**src/hdl/shell_line_tokenizer_core_assert.svh**
```systemverilog
// Assertion macros for the line tokenizer core.
// The expanding module must have i_clk and i_rst_n in scope.
`ifndef SHELL_LINE_TOKENIZER_CORE_ASSERT_SVH
`define SHELL_LINE_TOKENIZER_CORE_ASSERT_SVH

`ifndef NO_ASSERTIONS
`define SLT_ASSERT_ALWAYS(lbl, cond, msg) \
    lbl: assert property (@(posedge i_clk) disable iff (!i_rst_n) (cond)) else $error(msg);
`define SLT_ASSERT_NEXT(lbl, ante, cons, msg) \
    lbl: assert property (@(posedge i_clk) disable iff (!i_rst_n) (ante) |=> (cons)) \
        else $error(msg);
`else
`define SLT_ASSERT_ALWAYS(lbl, cond, msg)
`define SLT_ASSERT_NEXT(lbl, ante, cons, msg)
`endif

`endif

```
**src/hdl/slt_pkg.sv**
```systemverilog
// ----------------------------------------------------------------------------
// slt_pkg
// Types, constants and helpers shared by the line tokenizer core.
// ----------------------------------------------------------------------------
package slt_pkg;

    localparam int LINE_MAX_BYTES = 4096;
    localparam int POS_W          = $clog2(LINE_MAX_BYTES + 1);
    localparam int OFS_W          = 12;
    localparam int LEN_W          = 12;
    localparam int TYPE_W         = 4;
    localparam int QUOTE_W        = 2;

    localparam int RES_DEPTH  = 4;
    localparam int RES_PTR_W  = $clog2(RES_DEPTH);
    localparam int RES_CNT_W  = $clog2(RES_DEPTH + 1);

    localparam logic [LEN_W-1:0] LEN_SAT = '1;

    localparam logic [7:0] CH_PIPE   = 8'h7C;
    localparam logic [7:0] CH_GT     = 8'h3E;
    localparam logic [7:0] CH_LT     = 8'h3C;
    localparam logic [7:0] CH_DOLLAR = 8'h24;
    localparam logic [7:0] CH_SQUOTE = 8'h27;
    localparam logic [7:0] CH_DQUOTE = 8'h22;
    localparam logic [7:0] CH_SPACE  = 8'h20;
    localparam logic [7:0] CH_NUL    = 8'h00;
    localparam logic [7:0] WS_LO     = 8'd8;
    localparam logic [7:0] WS_HI     = 8'd14;

    typedef enum logic [2:0] {
        SCAN_IDLE,
        SCAN_WORD,
        SCAN_SQ,
        SCAN_DQ,
        SCAN_GT,
        SCAN_LT
    } t_scan_mode;

    typedef enum logic [QUOTE_W-1:0] {
        QUOTE_NONE,
        QUOTE_SINGLE,
        QUOTE_DOUBLE
    } t_quote;

    typedef enum logic [TYPE_W-1:0] {
        TOK_WORD,
        TOK_PIPE,
        TOK_IN,
        TOK_OUT,
        TOK_APPEND,
        TOK_HEREDOC,
        TOK_IN_TGT,
        TOK_OUT_TGT,
        TOK_APPEND_TGT,
        TOK_HEREDOC_TGT,
        TOK_LINE_END
    } t_tok_type;

    typedef struct packed {
        t_scan_mode       mode;
        t_quote           quote;
        logic [POS_W-1:0] pos;
        logic [POS_W-1:0] start;
        logic             redir_pend;
        logic [1:0]       redir_kind;
        logic             ovf;
    } t_tok_state;

    // raw token before retyping and formatting
    typedef struct packed {
        logic             vld;
        t_tok_type        ttype;
        logic [POS_W-1:0] start;
        logic [POS_W-1:0] len;
        t_quote           quote;
    } t_emit;

    typedef struct packed {
        logic [TYPE_W-1:0]  token_type;
        logic [OFS_W-1:0]   token_start;
        logic [LEN_W-1:0]   token_length;
        logic [QUOTE_W-1:0] quote_state;
        logic               line_error;
        logic               last_of_run;
    } t_result;

    typedef struct packed {
        logic [RES_CNT_W-1:0] count;
        logic                 room2;
        logic                 empty;
    } t_fifo_status;

    function automatic logic is_word_byte(input logic [7:0] b);
        logic sep;
        sep = (b == CH_PIPE) || (b == CH_GT) || (b == CH_LT) || (b == CH_DOLLAR) ||
              (b == CH_SQUOTE) || (b == CH_DQUOTE) || (b == CH_SPACE) ||
              (b == CH_NUL) || ((b > WS_LO) && (b < WS_HI));
        return !sep;
    endfunction

    function automatic t_emit mk_emit(input t_tok_type ttype, input logic [POS_W-1:0] start,
                                      input logic [POS_W-1:0] len, input t_quote quote);
        t_emit e;
        e.vld   = 1'b1;
        e.ttype = ttype;
        e.start = start;
        e.len   = len;
        e.quote = quote;
        return e;
    endfunction

    function automatic logic [LEN_W-1:0] sat_len(input logic [POS_W-1:0] len);
        logic [LEN_W-1:0] r;
        r = LEN_W'(len);
        if (POS_W > LEN_W) begin
            if (len > POS_W'(LEN_SAT)) begin
                r = LEN_SAT;
            end
        end
        return r;
    endfunction

endpackage

```
**src/hdl/slt_if.sv**
```systemverilog
// ----------------------------------------------------------------------------
// slt_in_if / slt_out_if
// Valid/ready channels carrying line bytes in and tokens out.
// ----------------------------------------------------------------------------
interface slt_in_if;
    logic       valid;
    logic       ready;
    logic       kind;
    logic [7:0] char_byte;

    modport source (output valid, output kind, output char_byte, input ready);
    modport sink   (input valid, input kind, input char_byte, output ready);
endinterface

interface slt_out_if;
    import slt_pkg::*;
    logic               valid;
    logic               ready;
    logic [TYPE_W-1:0]  token_type;
    logic [OFS_W-1:0]   token_start;
    logic [LEN_W-1:0]   token_length;
    logic [QUOTE_W-1:0] quote_state;
    logic               line_error;
    logic               last_of_run;

    modport source (output valid, output token_type, output token_start, output token_length,
                    output quote_state, output line_error, output last_of_run, input ready);
    modport sink   (input valid, input token_type, input token_start, input token_length,
                    input quote_state, input line_error, input last_of_run, output ready);
endinterface

```
**src/hdl/shell_line_tokenizer_core.sv**
```systemverilog
// Each beat passes the input register, its tokens the token queue. Throughput: one input
// beat per cycle; the queue drains one beat per cycle while the receiver is ready, so
// items that close two tokens (word then pipe, line end after an open token) fill two
// entries. The input register stalls only when the 4-entry queue has room for fewer than two.
// Reset (synchronous, active low) returns the scanner to between tokens at offset zero.
// ----------------------------------------------------------------------------
// shell_line_tokenizer_core
// Streaming command-line tokenizer: bytes in, word/pipe/redirection/line-end tokens out.
// ----------------------------------------------------------------------------
`include "shell_line_tokenizer_core_assert.svh"

module shell_line_tokenizer_core (
    input  logic      i_clk,
    input  logic      i_rst_n,
    slt_in_if.sink    i_in,
    slt_out_if.source o_out
);
    import slt_pkg::*;

    logic         r_in_vld;
    logic         r_kind;
    logic [7:0]   r_byte;
    t_tok_state   r_state;
    t_tok_state   n_state;
    t_result      step_res [2];
    logic [1:0]   step_cnt;
    logic         step_fire;
    t_result      head;
    t_fifo_status fifo_st;
    logic         pop;
    logic         line_end_fire;
    logic         scan_clear;

    assign step_fire  = r_in_vld && fifo_st.room2;
    assign i_in.ready = !r_in_vld || step_fire;

    always_ff @(posedge i_clk) begin
        if (!i_rst_n) begin
            r_in_vld <= 1'b0;
        end else if (i_in.valid && i_in.ready) begin
            r_in_vld <= 1'b1;
        end else if (step_fire) begin
            r_in_vld <= 1'b0;
        end
    end

    always_ff @(posedge i_clk) begin
        if (i_in.valid && i_in.ready) begin
            r_kind <= i_in.kind;
            r_byte <= i_in.char_byte;
        end
    end

    always_ff @(posedge i_clk) begin
        if (!i_rst_n) begin
            r_state <= '0;
        end else if (step_fire) begin
            r_state <= n_state;
        end
    end

    slt_step u_step (
        .i_state   (r_state),
        .i_kind    (r_kind),
        .i_byte    (r_byte),
        .o_state   (n_state),
        .o_res     (step_res),
        .o_res_cnt (step_cnt)
    );

    slt_res_fifo u_fifo (
        .i_clk       (i_clk),
        .i_rst_n     (i_rst_n),
        .i_push_cnt  (step_fire ? step_cnt : 2'd0),
        .i_push_data (step_res),
        .i_pop       (pop),
        .o_head      (head),
        .o_status    (fifo_st)
    );

    assign pop                = o_out.valid && o_out.ready;
    assign o_out.valid        = !fifo_st.empty;
    assign o_out.token_type   = head.token_type;
    assign o_out.token_start  = head.token_start;
    assign o_out.token_length = head.token_length;
    assign o_out.quote_state  = head.quote_state;
    assign o_out.line_error   = head.line_error;
    assign o_out.last_of_run  = head.last_of_run;

    assign line_end_fire = step_fire && r_kind;
    assign scan_clear    = (r_state.mode == SCAN_IDLE) && (r_state.pos == '0) &&
                           !r_state.redir_pend;

    `SLT_ASSERT_ALWAYS(a_fifo_bound, fifo_st.count <= RES_CNT_W'(RES_DEPTH), "queue overrun")
    `SLT_ASSERT_ALWAYS(a_pos_bound, r_state.pos <= POS_W'(LINE_MAX_BYTES), "position overrun")
    `SLT_ASSERT_NEXT(a_line_end_clear, line_end_fire, scan_clear, "state kept past line end")

endmodule

```
**src/hdl/slt_step.sv**
```systemverilog
// ----------------------------------------------------------------------------
// slt_step
// Per-beat tokenizer update (byte or line end): next scan state and up to two tokens.
// ----------------------------------------------------------------------------
module slt_step (
    input  slt_pkg::t_tok_state i_state,
    input  logic                i_kind,
    input  logic [7:0]          i_byte,
    output slt_pkg::t_tok_state o_state,
    output slt_pkg::t_result    o_res [2],
    output logic [1:0]          o_res_cnt
);
    import slt_pkg::*;

    t_tok_state n_base;
    t_emit      raw [2];
    logic       line_end;
    logic       end_err;
    logic       n_pend;
    logic [1:0] n_kind;

    // next state and raw token requests
    always_comb begin
        logic [POS_W-1:0] p;
        logic             do_idle;
        n_base   = i_state;
        raw[0]   = '0;
        raw[1]   = '0;
        line_end = 1'b0;
        end_err  = 1'b0;
        p        = i_state.pos;
        do_idle  = 1'b0;
        if (!i_kind) begin
            if (i_state.pos >= POS_W'(LINE_MAX_BYTES)) begin
                n_base.ovf = 1'b1;
            end else begin
                n_base.pos = p + POS_W'(1);
                unique case (i_state.mode)
                    SCAN_WORD: begin
                        if (!is_word_byte(i_byte)) begin
                            raw[0] = mk_emit(TOK_WORD, i_state.start, p - i_state.start,
                                             i_state.quote);
                            n_base.mode = SCAN_IDLE;
                            do_idle     = 1'b1;
                        end
                    end
                    SCAN_SQ, SCAN_DQ: begin
                        if ((i_state.mode == SCAN_SQ && i_byte == CH_SQUOTE) ||
                            (i_state.mode == SCAN_DQ && i_byte == CH_DQUOTE)) begin
                            raw[0] = mk_emit(TOK_WORD, i_state.start, p - i_state.start,
                                             i_state.quote);
                            n_base.mode = SCAN_IDLE;
                        end
                    end
                    SCAN_GT, SCAN_LT: begin
                        n_base.mode = SCAN_IDLE;
                        if ((i_state.mode == SCAN_GT && i_byte == CH_GT) ||
                            (i_state.mode == SCAN_LT && i_byte == CH_LT)) begin
                            raw[0] = mk_emit((i_state.mode == SCAN_GT) ? TOK_APPEND : TOK_HEREDOC,
                                             i_state.start, POS_W'(2), i_state.quote);
                        end else begin
                            raw[0] = mk_emit((i_state.mode == SCAN_GT) ? TOK_OUT : TOK_IN,
                                             i_state.start, POS_W'(1), i_state.quote);
                            do_idle = 1'b1;
                        end
                    end
                    default: begin
                        n_base.mode = SCAN_IDLE;
                        do_idle     = 1'b1;
                    end
                endcase

                if (do_idle) begin
                    // quote mode only moves at a token start
                    if (i_byte == CH_SQUOTE && i_state.quote == QUOTE_NONE) begin
                        n_base.quote = QUOTE_SINGLE;
                    end else if (i_byte == CH_DQUOTE && i_state.quote == QUOTE_NONE) begin
                        n_base.quote = QUOTE_DOUBLE;
                    end else if (i_byte == CH_SQUOTE && i_state.quote == QUOTE_SINGLE) begin
                        n_base.quote = QUOTE_NONE;
                    end else if (i_byte == CH_DQUOTE && i_state.quote == QUOTE_DOUBLE) begin
                        n_base.quote = QUOTE_NONE;
                    end

                    if (is_word_byte(i_byte)) begin
                        n_base.start = p;
                        n_base.mode  = SCAN_WORD;
                    end else if (i_byte == CH_PIPE) begin
                        raw[1] = mk_emit(TOK_PIPE, p, POS_W'(1), n_base.quote);
                    end else if (i_byte == CH_GT) begin
                        n_base.start = p;
                        n_base.mode  = SCAN_GT;
                    end else if (i_byte == CH_LT) begin
                        n_base.start = p;
                        n_base.mode  = SCAN_LT;
                    end else if (i_byte == CH_SQUOTE) begin
                        n_base.start = p + POS_W'(1);
                        n_base.mode  = SCAN_SQ;
                    end else if (i_byte == CH_DQUOTE) begin
                        n_base.start = p + POS_W'(1);
                        n_base.mode  = SCAN_DQ;
                    end
                end
            end
        end else begin
            line_end = 1'b1;
            end_err  = i_state.ovf;
            unique case (i_state.mode)
                SCAN_WORD: raw[0] = mk_emit(TOK_WORD, i_state.start, p - i_state.start,
                                            i_state.quote);
                SCAN_GT:   raw[0] = mk_emit(TOK_OUT, i_state.start, POS_W'(1), i_state.quote);
                SCAN_LT:   raw[0] = mk_emit(TOK_IN, i_state.start, POS_W'(1), i_state.quote);
                SCAN_SQ, SCAN_DQ: end_err = 1'b1;
                default: ;
            endcase
            // line end token rides in the second slot, never retyped
            raw[1] = mk_emit(TOK_LINE_END, p, '0, QUOTE_NONE);
            n_base = '0;
        end
    end

    // retyping, formatting and packing of results
    always_comb begin
        t_result   fmt [2];
        t_tok_type tt;
        logic      pend;
        logic [1:0] kind;
        pend = i_state.redir_pend;
        kind = i_state.redir_kind;
        for (int i = 0; i < 2; i++) begin
            tt = raw[i].ttype;
            if (raw[i].vld && !(line_end && i == 1)) begin
                if (pend) begin
                    tt   = t_tok_type'(TYPE_W'(TOK_IN_TGT) + TYPE_W'(kind));
                    pend = 1'b0;
                end else if (tt == TOK_IN || tt == TOK_OUT || tt == TOK_APPEND ||
                             tt == TOK_HEREDOC) begin
                    pend = 1'b1;
                    kind = 2'(TYPE_W'(tt) - TYPE_W'(TOK_IN));
                end
            end
            fmt[i].token_type   = TYPE_W'(tt);
            fmt[i].token_start  = OFS_W'(raw[i].start);
            fmt[i].token_length = sat_len(raw[i].len);
            fmt[i].quote_state  = QUOTE_W'(raw[i].quote);
            fmt[i].line_error   = line_end && (i == 1) && end_err;
            fmt[i].last_of_run  = 1'b0;
        end
        n_pend = line_end ? 1'b0 : pend;
        n_kind = line_end ? 2'b00 : kind;

        if (raw[0].vld) begin
            o_res[0]  = fmt[0];
            o_res[1]  = fmt[1];
            o_res_cnt = raw[1].vld ? 2'd2 : 2'd1;
            if (raw[1].vld) begin
                o_res[1].last_of_run = 1'b1;
            end else begin
                o_res[0].last_of_run = 1'b1;
            end
        end else begin
            o_res[0]  = fmt[1];
            o_res[1]  = fmt[1];
            o_res_cnt = raw[1].vld ? 2'd1 : 2'd0;
            o_res[0].last_of_run = 1'b1;
        end
    end

    always_comb begin
        o_state            = n_base;
        o_state.redir_pend = n_pend;
        o_state.redir_kind = n_kind;
    end

endmodule

```
**src/hdl/slt_res_fifo.sv**
```systemverilog
// ----------------------------------------------------------------------------
// slt_res_fifo
// Small token queue: takes up to two tokens per cycle, hands out one.
// ----------------------------------------------------------------------------
module slt_res_fifo (
    input  logic                  i_clk,
    input  logic                  i_rst_n,
    input  logic [1:0]            i_push_cnt,
    input  slt_pkg::t_result      i_push_data [2],
    input  logic                  i_pop,
    output slt_pkg::t_result      o_head,
    output slt_pkg::t_fifo_status o_status
);
    import slt_pkg::*;

    t_result              r_mem [RES_DEPTH];
    logic [RES_PTR_W-1:0] r_wr_ptr;
    logic [RES_PTR_W-1:0] r_rd_ptr;
    logic [RES_CNT_W-1:0] r_count;
    logic [RES_CNT_W-1:0] n_count;

    assign n_count = r_count + RES_CNT_W'(i_push_cnt) - RES_CNT_W'(i_pop);

    always_ff @(posedge i_clk) begin
        if (!i_rst_n) begin
            r_wr_ptr <= '0;
            r_rd_ptr <= '0;
            r_count  <= '0;
        end else begin
            r_wr_ptr <= r_wr_ptr + RES_PTR_W'(i_push_cnt);
            if (i_pop) begin
                r_rd_ptr <= r_rd_ptr + RES_PTR_W'(1);
            end
            r_count <= n_count;
        end
    end

    always_ff @(posedge i_clk) begin
        if (i_push_cnt != 2'd0) begin
            r_mem[r_wr_ptr] <= i_push_data[0];
        end
        if (i_push_cnt == 2'd2) begin
            r_mem[r_wr_ptr + RES_PTR_W'(1)] <= i_push_data[1];
        end
    end

    assign o_head         = r_mem[r_rd_ptr];
    assign o_status.count = r_count;
    assign o_status.room2 = (r_count <= RES_CNT_W'(RES_DEPTH - 2));
    assign o_status.empty = (r_count == '0);

endmodule

```
**src/flat_wrapper.sv**
```systemverilog
// flat-port wrapper written by rule: the top's interface ports become plain ports
module shell_line_tokenizer_core_flat import slt_pkg::*;
  (i_clk, i_rst_n, i_in_valid, i_in_kind, i_in_char_byte, i_in_ready, o_out_valid, o_out_token_type, o_out_token_start, o_out_token_length, o_out_quote_state, o_out_line_error, o_out_last_of_run, o_out_ready);
  slt_in_if i_in_i ();
  slt_out_if o_out_i ();
  input  logic i_clk;
  input  logic i_rst_n;
  input wire logic [$bits(i_in_i.valid)-1:0] i_in_valid;
  input wire logic [$bits(i_in_i.kind)-1:0] i_in_kind;
  input wire logic [$bits(i_in_i.char_byte)-1:0] i_in_char_byte;
  output wire logic [$bits(i_in_i.ready)-1:0] i_in_ready;
  output wire logic [$bits(o_out_i.valid)-1:0] o_out_valid;
  output wire logic [$bits(o_out_i.token_type)-1:0] o_out_token_type;
  output wire logic [$bits(o_out_i.token_start)-1:0] o_out_token_start;
  output wire logic [$bits(o_out_i.token_length)-1:0] o_out_token_length;
  output wire logic [$bits(o_out_i.quote_state)-1:0] o_out_quote_state;
  output wire logic [$bits(o_out_i.line_error)-1:0] o_out_line_error;
  output wire logic [$bits(o_out_i.last_of_run)-1:0] o_out_last_of_run;
  input wire logic [$bits(o_out_i.ready)-1:0] o_out_ready;
  assign i_in_i.valid = i_in_valid;
  assign i_in_i.kind = i_in_kind;
  assign i_in_i.char_byte = i_in_char_byte;
  assign i_in_ready = i_in_i.ready;
  assign o_out_valid = o_out_i.valid;
  assign o_out_token_type = o_out_i.token_type;
  assign o_out_token_start = o_out_i.token_start;
  assign o_out_token_length = o_out_i.token_length;
  assign o_out_quote_state = o_out_i.quote_state;
  assign o_out_line_error = o_out_i.line_error;
  assign o_out_last_of_run = o_out_i.last_of_run;
  assign o_out_i.ready = o_out_ready;
  shell_line_tokenizer_core u_core (.i_clk(i_clk), .i_rst_n(i_rst_n), .i_in(i_in_i), .o_out(o_out_i));
endmodule
```
**config.mk**
```make
export PLATFORM = sky130hd
export DESIGN_NAME = shell_line_tokenizer_core_flat
export DESIGN_NICKNAME = d
export VERILOG_FILES = /design/src/hdl/slt_pkg.sv /design/src/hdl/slt_if.sv /design/src/hdl/shell_line_tokenizer_core.sv /design/src/hdl/slt_step.sv /design/src/hdl/slt_res_fifo.sv /design/src/flat_wrapper.sv
export VERILOG_INCLUDE_DIRS = /design/src /design/src/hdl
export SDC_FILE = /design/constraint.sdc
export NUM_CORES = 1
export LEC_CHECK = 0
export BUFFER_PORTS_ARGS = -buffer_cell sky130_fd_sc_hd__buf_2
export CORE_MARGIN = 3
export CORE_UTILIZATION = 55
export CTS_BUF_LIST = sky130_fd_sc_hd__clkbuf_16
export DETAILED_ROUTE_END_ITERATION = 10
export GPL_ROUTABILITY_DRIVEN = 0
export PLACE_DENSITY = 0.85
export SYNTH_ARGS = -nofsm -noshare
export SYNTH_HDL_FRONTEND = slang
export SYNTH_SLANG_ARGS = --single-unit
export TNS_END_PERCENT = 20
```
**constraint.sdc**
```tcl
create_clock -name i_clk -period 8 [get_ports i_clk]
set_input_delay 0.4 -clock i_clk [delete_from_list [all_inputs] [get_ports i_clk]]
set_output_delay 0.4 -clock i_clk [all_outputs]
set_load 0.02 [all_outputs]
```
### Word-level counts from Yosys, hierarchy flattened

Memories as Yosys holds them, arrays and structs flattened. A register that Yosys moved wholly into a read port is not among the register bits.
Cells that the tools add are included.

| word-level totals | value |
|---|---|
| word-level logic and storage cells | 183 |
| flip-flop bits (word level) | 52 |
| RAM bits | 128 |
| memories kept | 1 |
| input port bits | 13 |
| output and inout bits | 34 |

Memory list:

| memory | depth | width | read ports | clocked after memory_dff | wr ports | RTL line | text |
|---|---|---|---|---|---|---|---|
| u_core.u_fifo.r_mem | 4 | 32 | 1 | 1 | 2 | slt_res_fifo.sv:16 | `t_result r_mem [RES_DEPTH];` |

| operators by class | value |
|---|---|
| eq/ne operators | 26 |
| multiplexer cells | 79 |
| add/sub/neg operators | 11 |
| reductions and logical operators | 47 |
| $lt $le $gt $ge | 6 |

Operator list:

| cell | number |
|---|---|
| one-hot mux 33 bit (3 select lines) | 2 |
| two-way mux 33 bit | 5 |
| two-way mux 66 bit | 2 |
| two-way mux 31 bit | 3 |
| two-way mux 13 bit | 7 |
| two-way mux 64 bit | 1 |
| equality test 8 x 6 -> 1 bit (second input constant) | 6 |
| two-way mux 2 bit | 16 |
| two-way mux 1 bit | 27 |
| greater-than comparator 13 x 12 -> 1 bit (second input constant) | 2 |
| two-way mux 12 bit | 2 |
| two-way mux 3 bit | 8 |
| logical OR 1 bit | 17 |
| equality test 4 x 2 -> 1 bit (second input constant) | 4 |
| equality test 4 x 3 -> 1 bit (second input constant) | 4 |
| logical AND 1 bit | 14 |
| adder 13 x 1 -> 13 bit (second input constant) | 1 |
| greater-or-equal comparator 13 bit (second input constant) | 1 |
| subtractor 13 bit | 1 |
| two-way mux 4 bit | 3 |
| adder 3 x 2 -> 4 bit (first input constant) | 2 |
| equality test 8 x 7 -> 1 bit (second input constant) | 1 |
| greater-than comparator 8 x 4 -> 1 bit (second input constant) | 1 |
| zero test 8 bit | 1 |
| other kinds (26) | 38 |

### Longest topological paths before layout

| depth | value |
|---|---|
| depth after elaboration | 27 |
| gate-level depth with buffers | 18 |
| gate-level depth less buffers | 15 |

### By module

From an unflattened synthesis, not the netlist that was laid out.

| unflattened totals | value |
|---|---|
| cell total of the unflattened synthesis | 1022 |
| area, all modules | 11700.0 um^2 |

By module, submodules not included:

| module | cells an instance | area an instance (um^2) | sequential area each (um^2) | times used |
|---|---|---|---|---|
| slt_res_fifo | 359 | 6809.0 | 4023.9 | 1 |
| slt_step | 484 | 3076.7 | 0.0 | 1 |
| shell_line_tokenizer_core | 179 | 1814.2 | 991.0 | 1 |

### Least setup slack after synthesis

Ideal clock, no wire load.

| timing path | value |
|---|---|
| path kind | register -> register |
| from | register u_core.r_byte[0] |
| to | memory u_core.u_fifo.r_mem[1][0] (netlist bit) (enable) |
| period minus slack after synthesis | 5.582 ns |
| arrival time | 5.121 ns |
| data required time | 7.539 ns |
| path slack | 2.418 ns |
| buffers on the path | 2 |
| stages on the path, launching flop included | 12 |
| library setup time | 0.461 ns |
| cell sequence | edfxtp_1 clkbuf_1 nor4b_2 nand4_1 a211o_1 a31oi_1 inv_1 clkbuf_1 ha_1 nor2b_1 a21oi_1 nor3_1 |

RTL lines:

| element | RTL line | text |
|---|---|---|
| start: declaration | shell_line_tokenizer_core.sv:22 | `logic [7:0] r_byte;` |
| start signal: assignment | shell_line_tokenizer_core.sv:50 | `r_byte <= i_in.char_byte;` |
| end: declaration | slt_res_fifo.sv:16 |  |

==> metrics.csv <==
stage,metric,value,unit
pwr,p_seq_share,44.5,%
synthesis,synthCells,918,
sta,setup_violations,0,
pwr,vdd.ir_drop.worst,165,µV
sta,fin_crit_sh,63.0,%
hold_path,hold_path_class,in -> reg,
floorplanning,dieWidth,141,µm
clocking,clk_pin_slew_worst_paths,70,ps
clocking,cts_max_level,4,
sta,whs,131,ps
clocking,cts_tree,done,
worst_setup_path,crit_fanout,13,
synthesis,synth_top_family_by_area,compound AO/OA/AOI/OAI gates,
global_route,antenna_found_initial,0,
synthesis,synth-simple-area-share,14.5,%
detailed_routing,drt_iter0_markers,1090,
pwr,power.total,2.40,mW
pwr,p_sw,732,µW
layout,syn2layout_area_growth,9.25,%
synthesis,synth_async_sr_flop_share,0,%
synthesis,synth_area,10000,µm²
worst_setup_path,critPathSlowestCell,nor2_1,
synthesis,yosys_warnings,0,
pwr,sw_frac_of_total,30.6,%
sta,final.setup.tns,0,ps
synthesis,synth_xor_area_share,2.71,%
place,post-place-ws,3200,ps
place,placedCellCount,1132,
pwr,p_clk_share,34.5,%
clocking,cts_setup_buffers,0,
pwr,leakagePower,3.50,nW
synthesis,avgSynthCellArea,10.9,µm²
layout,fin_nets,964,
layout,antenna_cells,0,
detailed_routing,wl_per_cell,20.9,µm
pwr,cellPowerDensity,219,nW/µm²
sta,finalCriticalPeriod,5040,ps
sta,clock_skew,12.8,ps
outcome,outcome,finished clean,
synthesis,synth_compound_area_share,17.5,%
layout,final-seq-area,5020,µm²
global_route,grt_pass1_vias,7482,
worst_setup_path,end_kind,register,
detailed_routing,via_per_inst,6.70,
clocking,root_buffer,clkbuf_16,
floorplanning,rows,48,
global_route,grt_pass1_wl,39300,µm
layout,fill_cells,1347,
sta,max_freq,0.198,GHz
synthesis,synth-seq-area-share,50.1,%
place,place.detailed.hpwl,16000,µm
detailed_routing,first_pass_iters,7,
layout,fin_util,62.4,%
layout,multi_input_area,4590,µm²
pwr,intPower,1.66,mW
sta,slew-limit-headroom,12.2,%
floorplanning,io_pins,47,
place,port_buffers,46,
clocking,cts_hold_buf,0,
worst_setup_path,slowest_delay,910,ps
sta,layout_setup_ws,2960,ps
floorplanning,fp.dieH,141,µm
worst_setup_path,setup.worst_path.start_class,register,
detailed_routing,drt_wl_total,24400,µm
clocking,numCtsBuffers,17,
layout,drive_gt1_share,15.8,%
floorplanning,dieArea,19900,µm²
sta,worst_pin_slew,1310,ps
worst_setup_path,required,8300,ps
clocking,clk_path_buf_depth,2,
floorplanning,core,17500,µm²
detailed_routing,drc_errors,0,
clocking,cts-resized-gates,0,
place,placed_area,10400,µm²
sta,rsz0062_at_grt,false,
clocking,clock-sinks,182,
pwr,power_frac_comb,21.0,%
detailed_routing,antenna_left,0,
worst_setup_path,crit_path_cell_trace,nor4b_2 -> nand4_1 -> a211o_1 -> a31oi_1 -> inv_1 -> ha_1 -> nor2b_1 -> nand2b_1 -> or3_1 -> nand2_1 -> nor2_1 -> o21a_1,
detailed_routing,num_vias,7802,
worst_setup_path,crit_type,reg -> reg,
synthesis,synth_flop_cell,edfxtp_1,
floorplanning,start_util,57.1,%
global_route,overflow,0,
layout,final_area,10900,µm²
worst_setup_path,arrival,5340,ps
synthesis,ys_types,73,
synthesis,synth_edf_count,137,
clocking,clk_latency,450,ps
synthesis,synth.net_count,956,
global_route,grt_usage,25.1,%
global_route,grt_max_degree,49,
synthesis,synthMuxAreaShare,7.80,%
run,cap_violations,0,
layout,final_cells,1164,
sta,maxSlewViolCount,0,
synthesis,synth-adder-area-share,3.27,%
sta,hold_violations,0,
synthesis,synth-seq-cells,182,
state kept, by name, summed over array words and instances, names as in the netlist, named ones only:
| signal | cells |
|---|---|
| u_core.u_fifo.r_count | 3 |
| u_core.r_byte | 8 |
| u_core.r_in_vld | 1 |
| u_core.u_fifo.r_rd_ptr | 2 |
| u_core.r_state | 35 |
| u_core.u_fifo.r_wr_ptr | 2 |
| u_core.u_fifo.r_mem | 128 |
| u_core.r_kind | 1 |
per-layer routing:
metal	vias to the layer above	share of wire (%)	global-route usage, %
met2	531	48	39.9
li1	3506	-	-
met1	3711	38	33.4
met4	0	2.6	10.4
met5	-	0	0
met3	54	11	5.97
layout by cell type, fill, tap and decap left out, drive strengths merged, types with 4 or more instances in the layout:
cell type | synthesis | layout
nand3 | 28 | 28
a22oi | 4 | 4
or3 | 10 | 10
a21oi | 53 | 53
inv | 37 | 46
nand2 | 52 | 52
buf | 17 | 60
ha | 23 | 23
and2 | 12 | 12
edfxtp | 137 | 137
a32o | 48 | 48
a211oi | 8 | 8
mux2i | 6 | 6
or2 | 5 | 5
o21a | 6 | 6
xor2 | 17 | 17
o211ai | 5 | 5
and3 | 10 | 10
nand3b | 7 | 7
clkinv | 0 | 6
nor2b | 7 | 7
nor3 | 20 | 20
o31ai | 4 | 4
dfxtp | 45 | 45
clkbuf | 54 | 17
o22ai | 9 | 9
xnor2 | 14 | 14
a31oi | 8 | 8
mux4 | 32 | 32
o21ai | 47 | 47
o2bb2ai | 13 | 13
nor2 | 117 | 117
nand2b | 8 | 8
o311a | 5 | 5
cells in the mapped netlist, types with 6 or more instances:
master | instances | share of area [%]
o21ai_0 | 41 | 2.0
ha_1 | 23 | 2.9
dfxtp_1 | 45 | 9.0
mux2i_1 | 6 | 0.60
nand3_1 | 28 | 1.4
xor2_1 | 17 | 1.5
nand3b_1 | 7 | 0.52
and3_1 | 10 | 0.62
nor2_1 | 117 | 4.4
a31oi_1 | 8 | 0.50
xnor2_1 | 14 | 1.2
o22ai_1 | 9 | 0.56
or3_1 | 10 | 0.62
and2_1 | 10 | 0.62
a21oi_1 | 52 | 2.6
nand2_1 | 52 | 1.9
nand2b_1 | 8 | 0.50
buf_1 | 9 | 0.34
o2bb2ai_1 | 13 | 1.1
buf_2 | 7 | 0.35
mux4_2 | 32 | 7.2
edfxtp_1 | 137 | 41
nor3_1 | 20 | 1.0
a32o_1 | 48 | 4.8
clkbuf_1 | 54 | 2.0
nor2b_1 | 7 | 0.44
o21a_1 | 6 | 0.45
inv_1 | 37 | 1.4
final cells by class:
type	count	area share [%]
flip-flops and latches	182	45.8
multi-input cells	628	42.0
clock buffers	17	3.89
repair buffers	60	3.06
well taps	225	2.57
clock inverters	15	1.40
inverters	37	1.27
worst max-delay path: cells and delay by family (launching register included):
kind,cells,cell delay [ps]
AOI/OAI and AO/OA,3,1400
adders and majority gates,1,400
buffers and inverters,1,220
DFF,1,530
and+or+nand+nor,7,2340
kinds of logic (layout without fill, tap and decap cells):
group,Yosys count,in the layout
AO/OA/AOI/OAI,235,235
flip-flops,182,182
adder cells (fa/ha/maj),25,25
buffers and inverters,108,129
XOR/XNOR,31,31
AND/OR/NAND/NOR,299,299
multiplexers,38,38
power groups by stage:
stage                     Clock [mW]  Sequential (mW)  Combinational, mW
after floorplan                    0             1.08              0.385
after CTS                      0.830             1.07              0.508
after global placement             0             1.08              0.496
after detailed placement           0             1.09              0.506
final                          0.827             1.07              0.503
after global routing           0.870             1.07              0.547
worst paths after layout:
check | from | to | slack (ps) | cells after the start
max reg2reg | u_core.r_byte[0] | u_core.u_fifo.r_mem[1][2] | 2960 | 12
max | u_core.r_byte[0] | u_core.u_fifo.r_mem[1][2] | 2960 | 12
min | i_in_char_byte[5] | u_core.r_byte[5] | 130 | 1
min reg2reg | u_core.r_state[0] | u_core.r_state[0] | 480 | 2
Note: power is estimated with default switching activity, not from simulation.
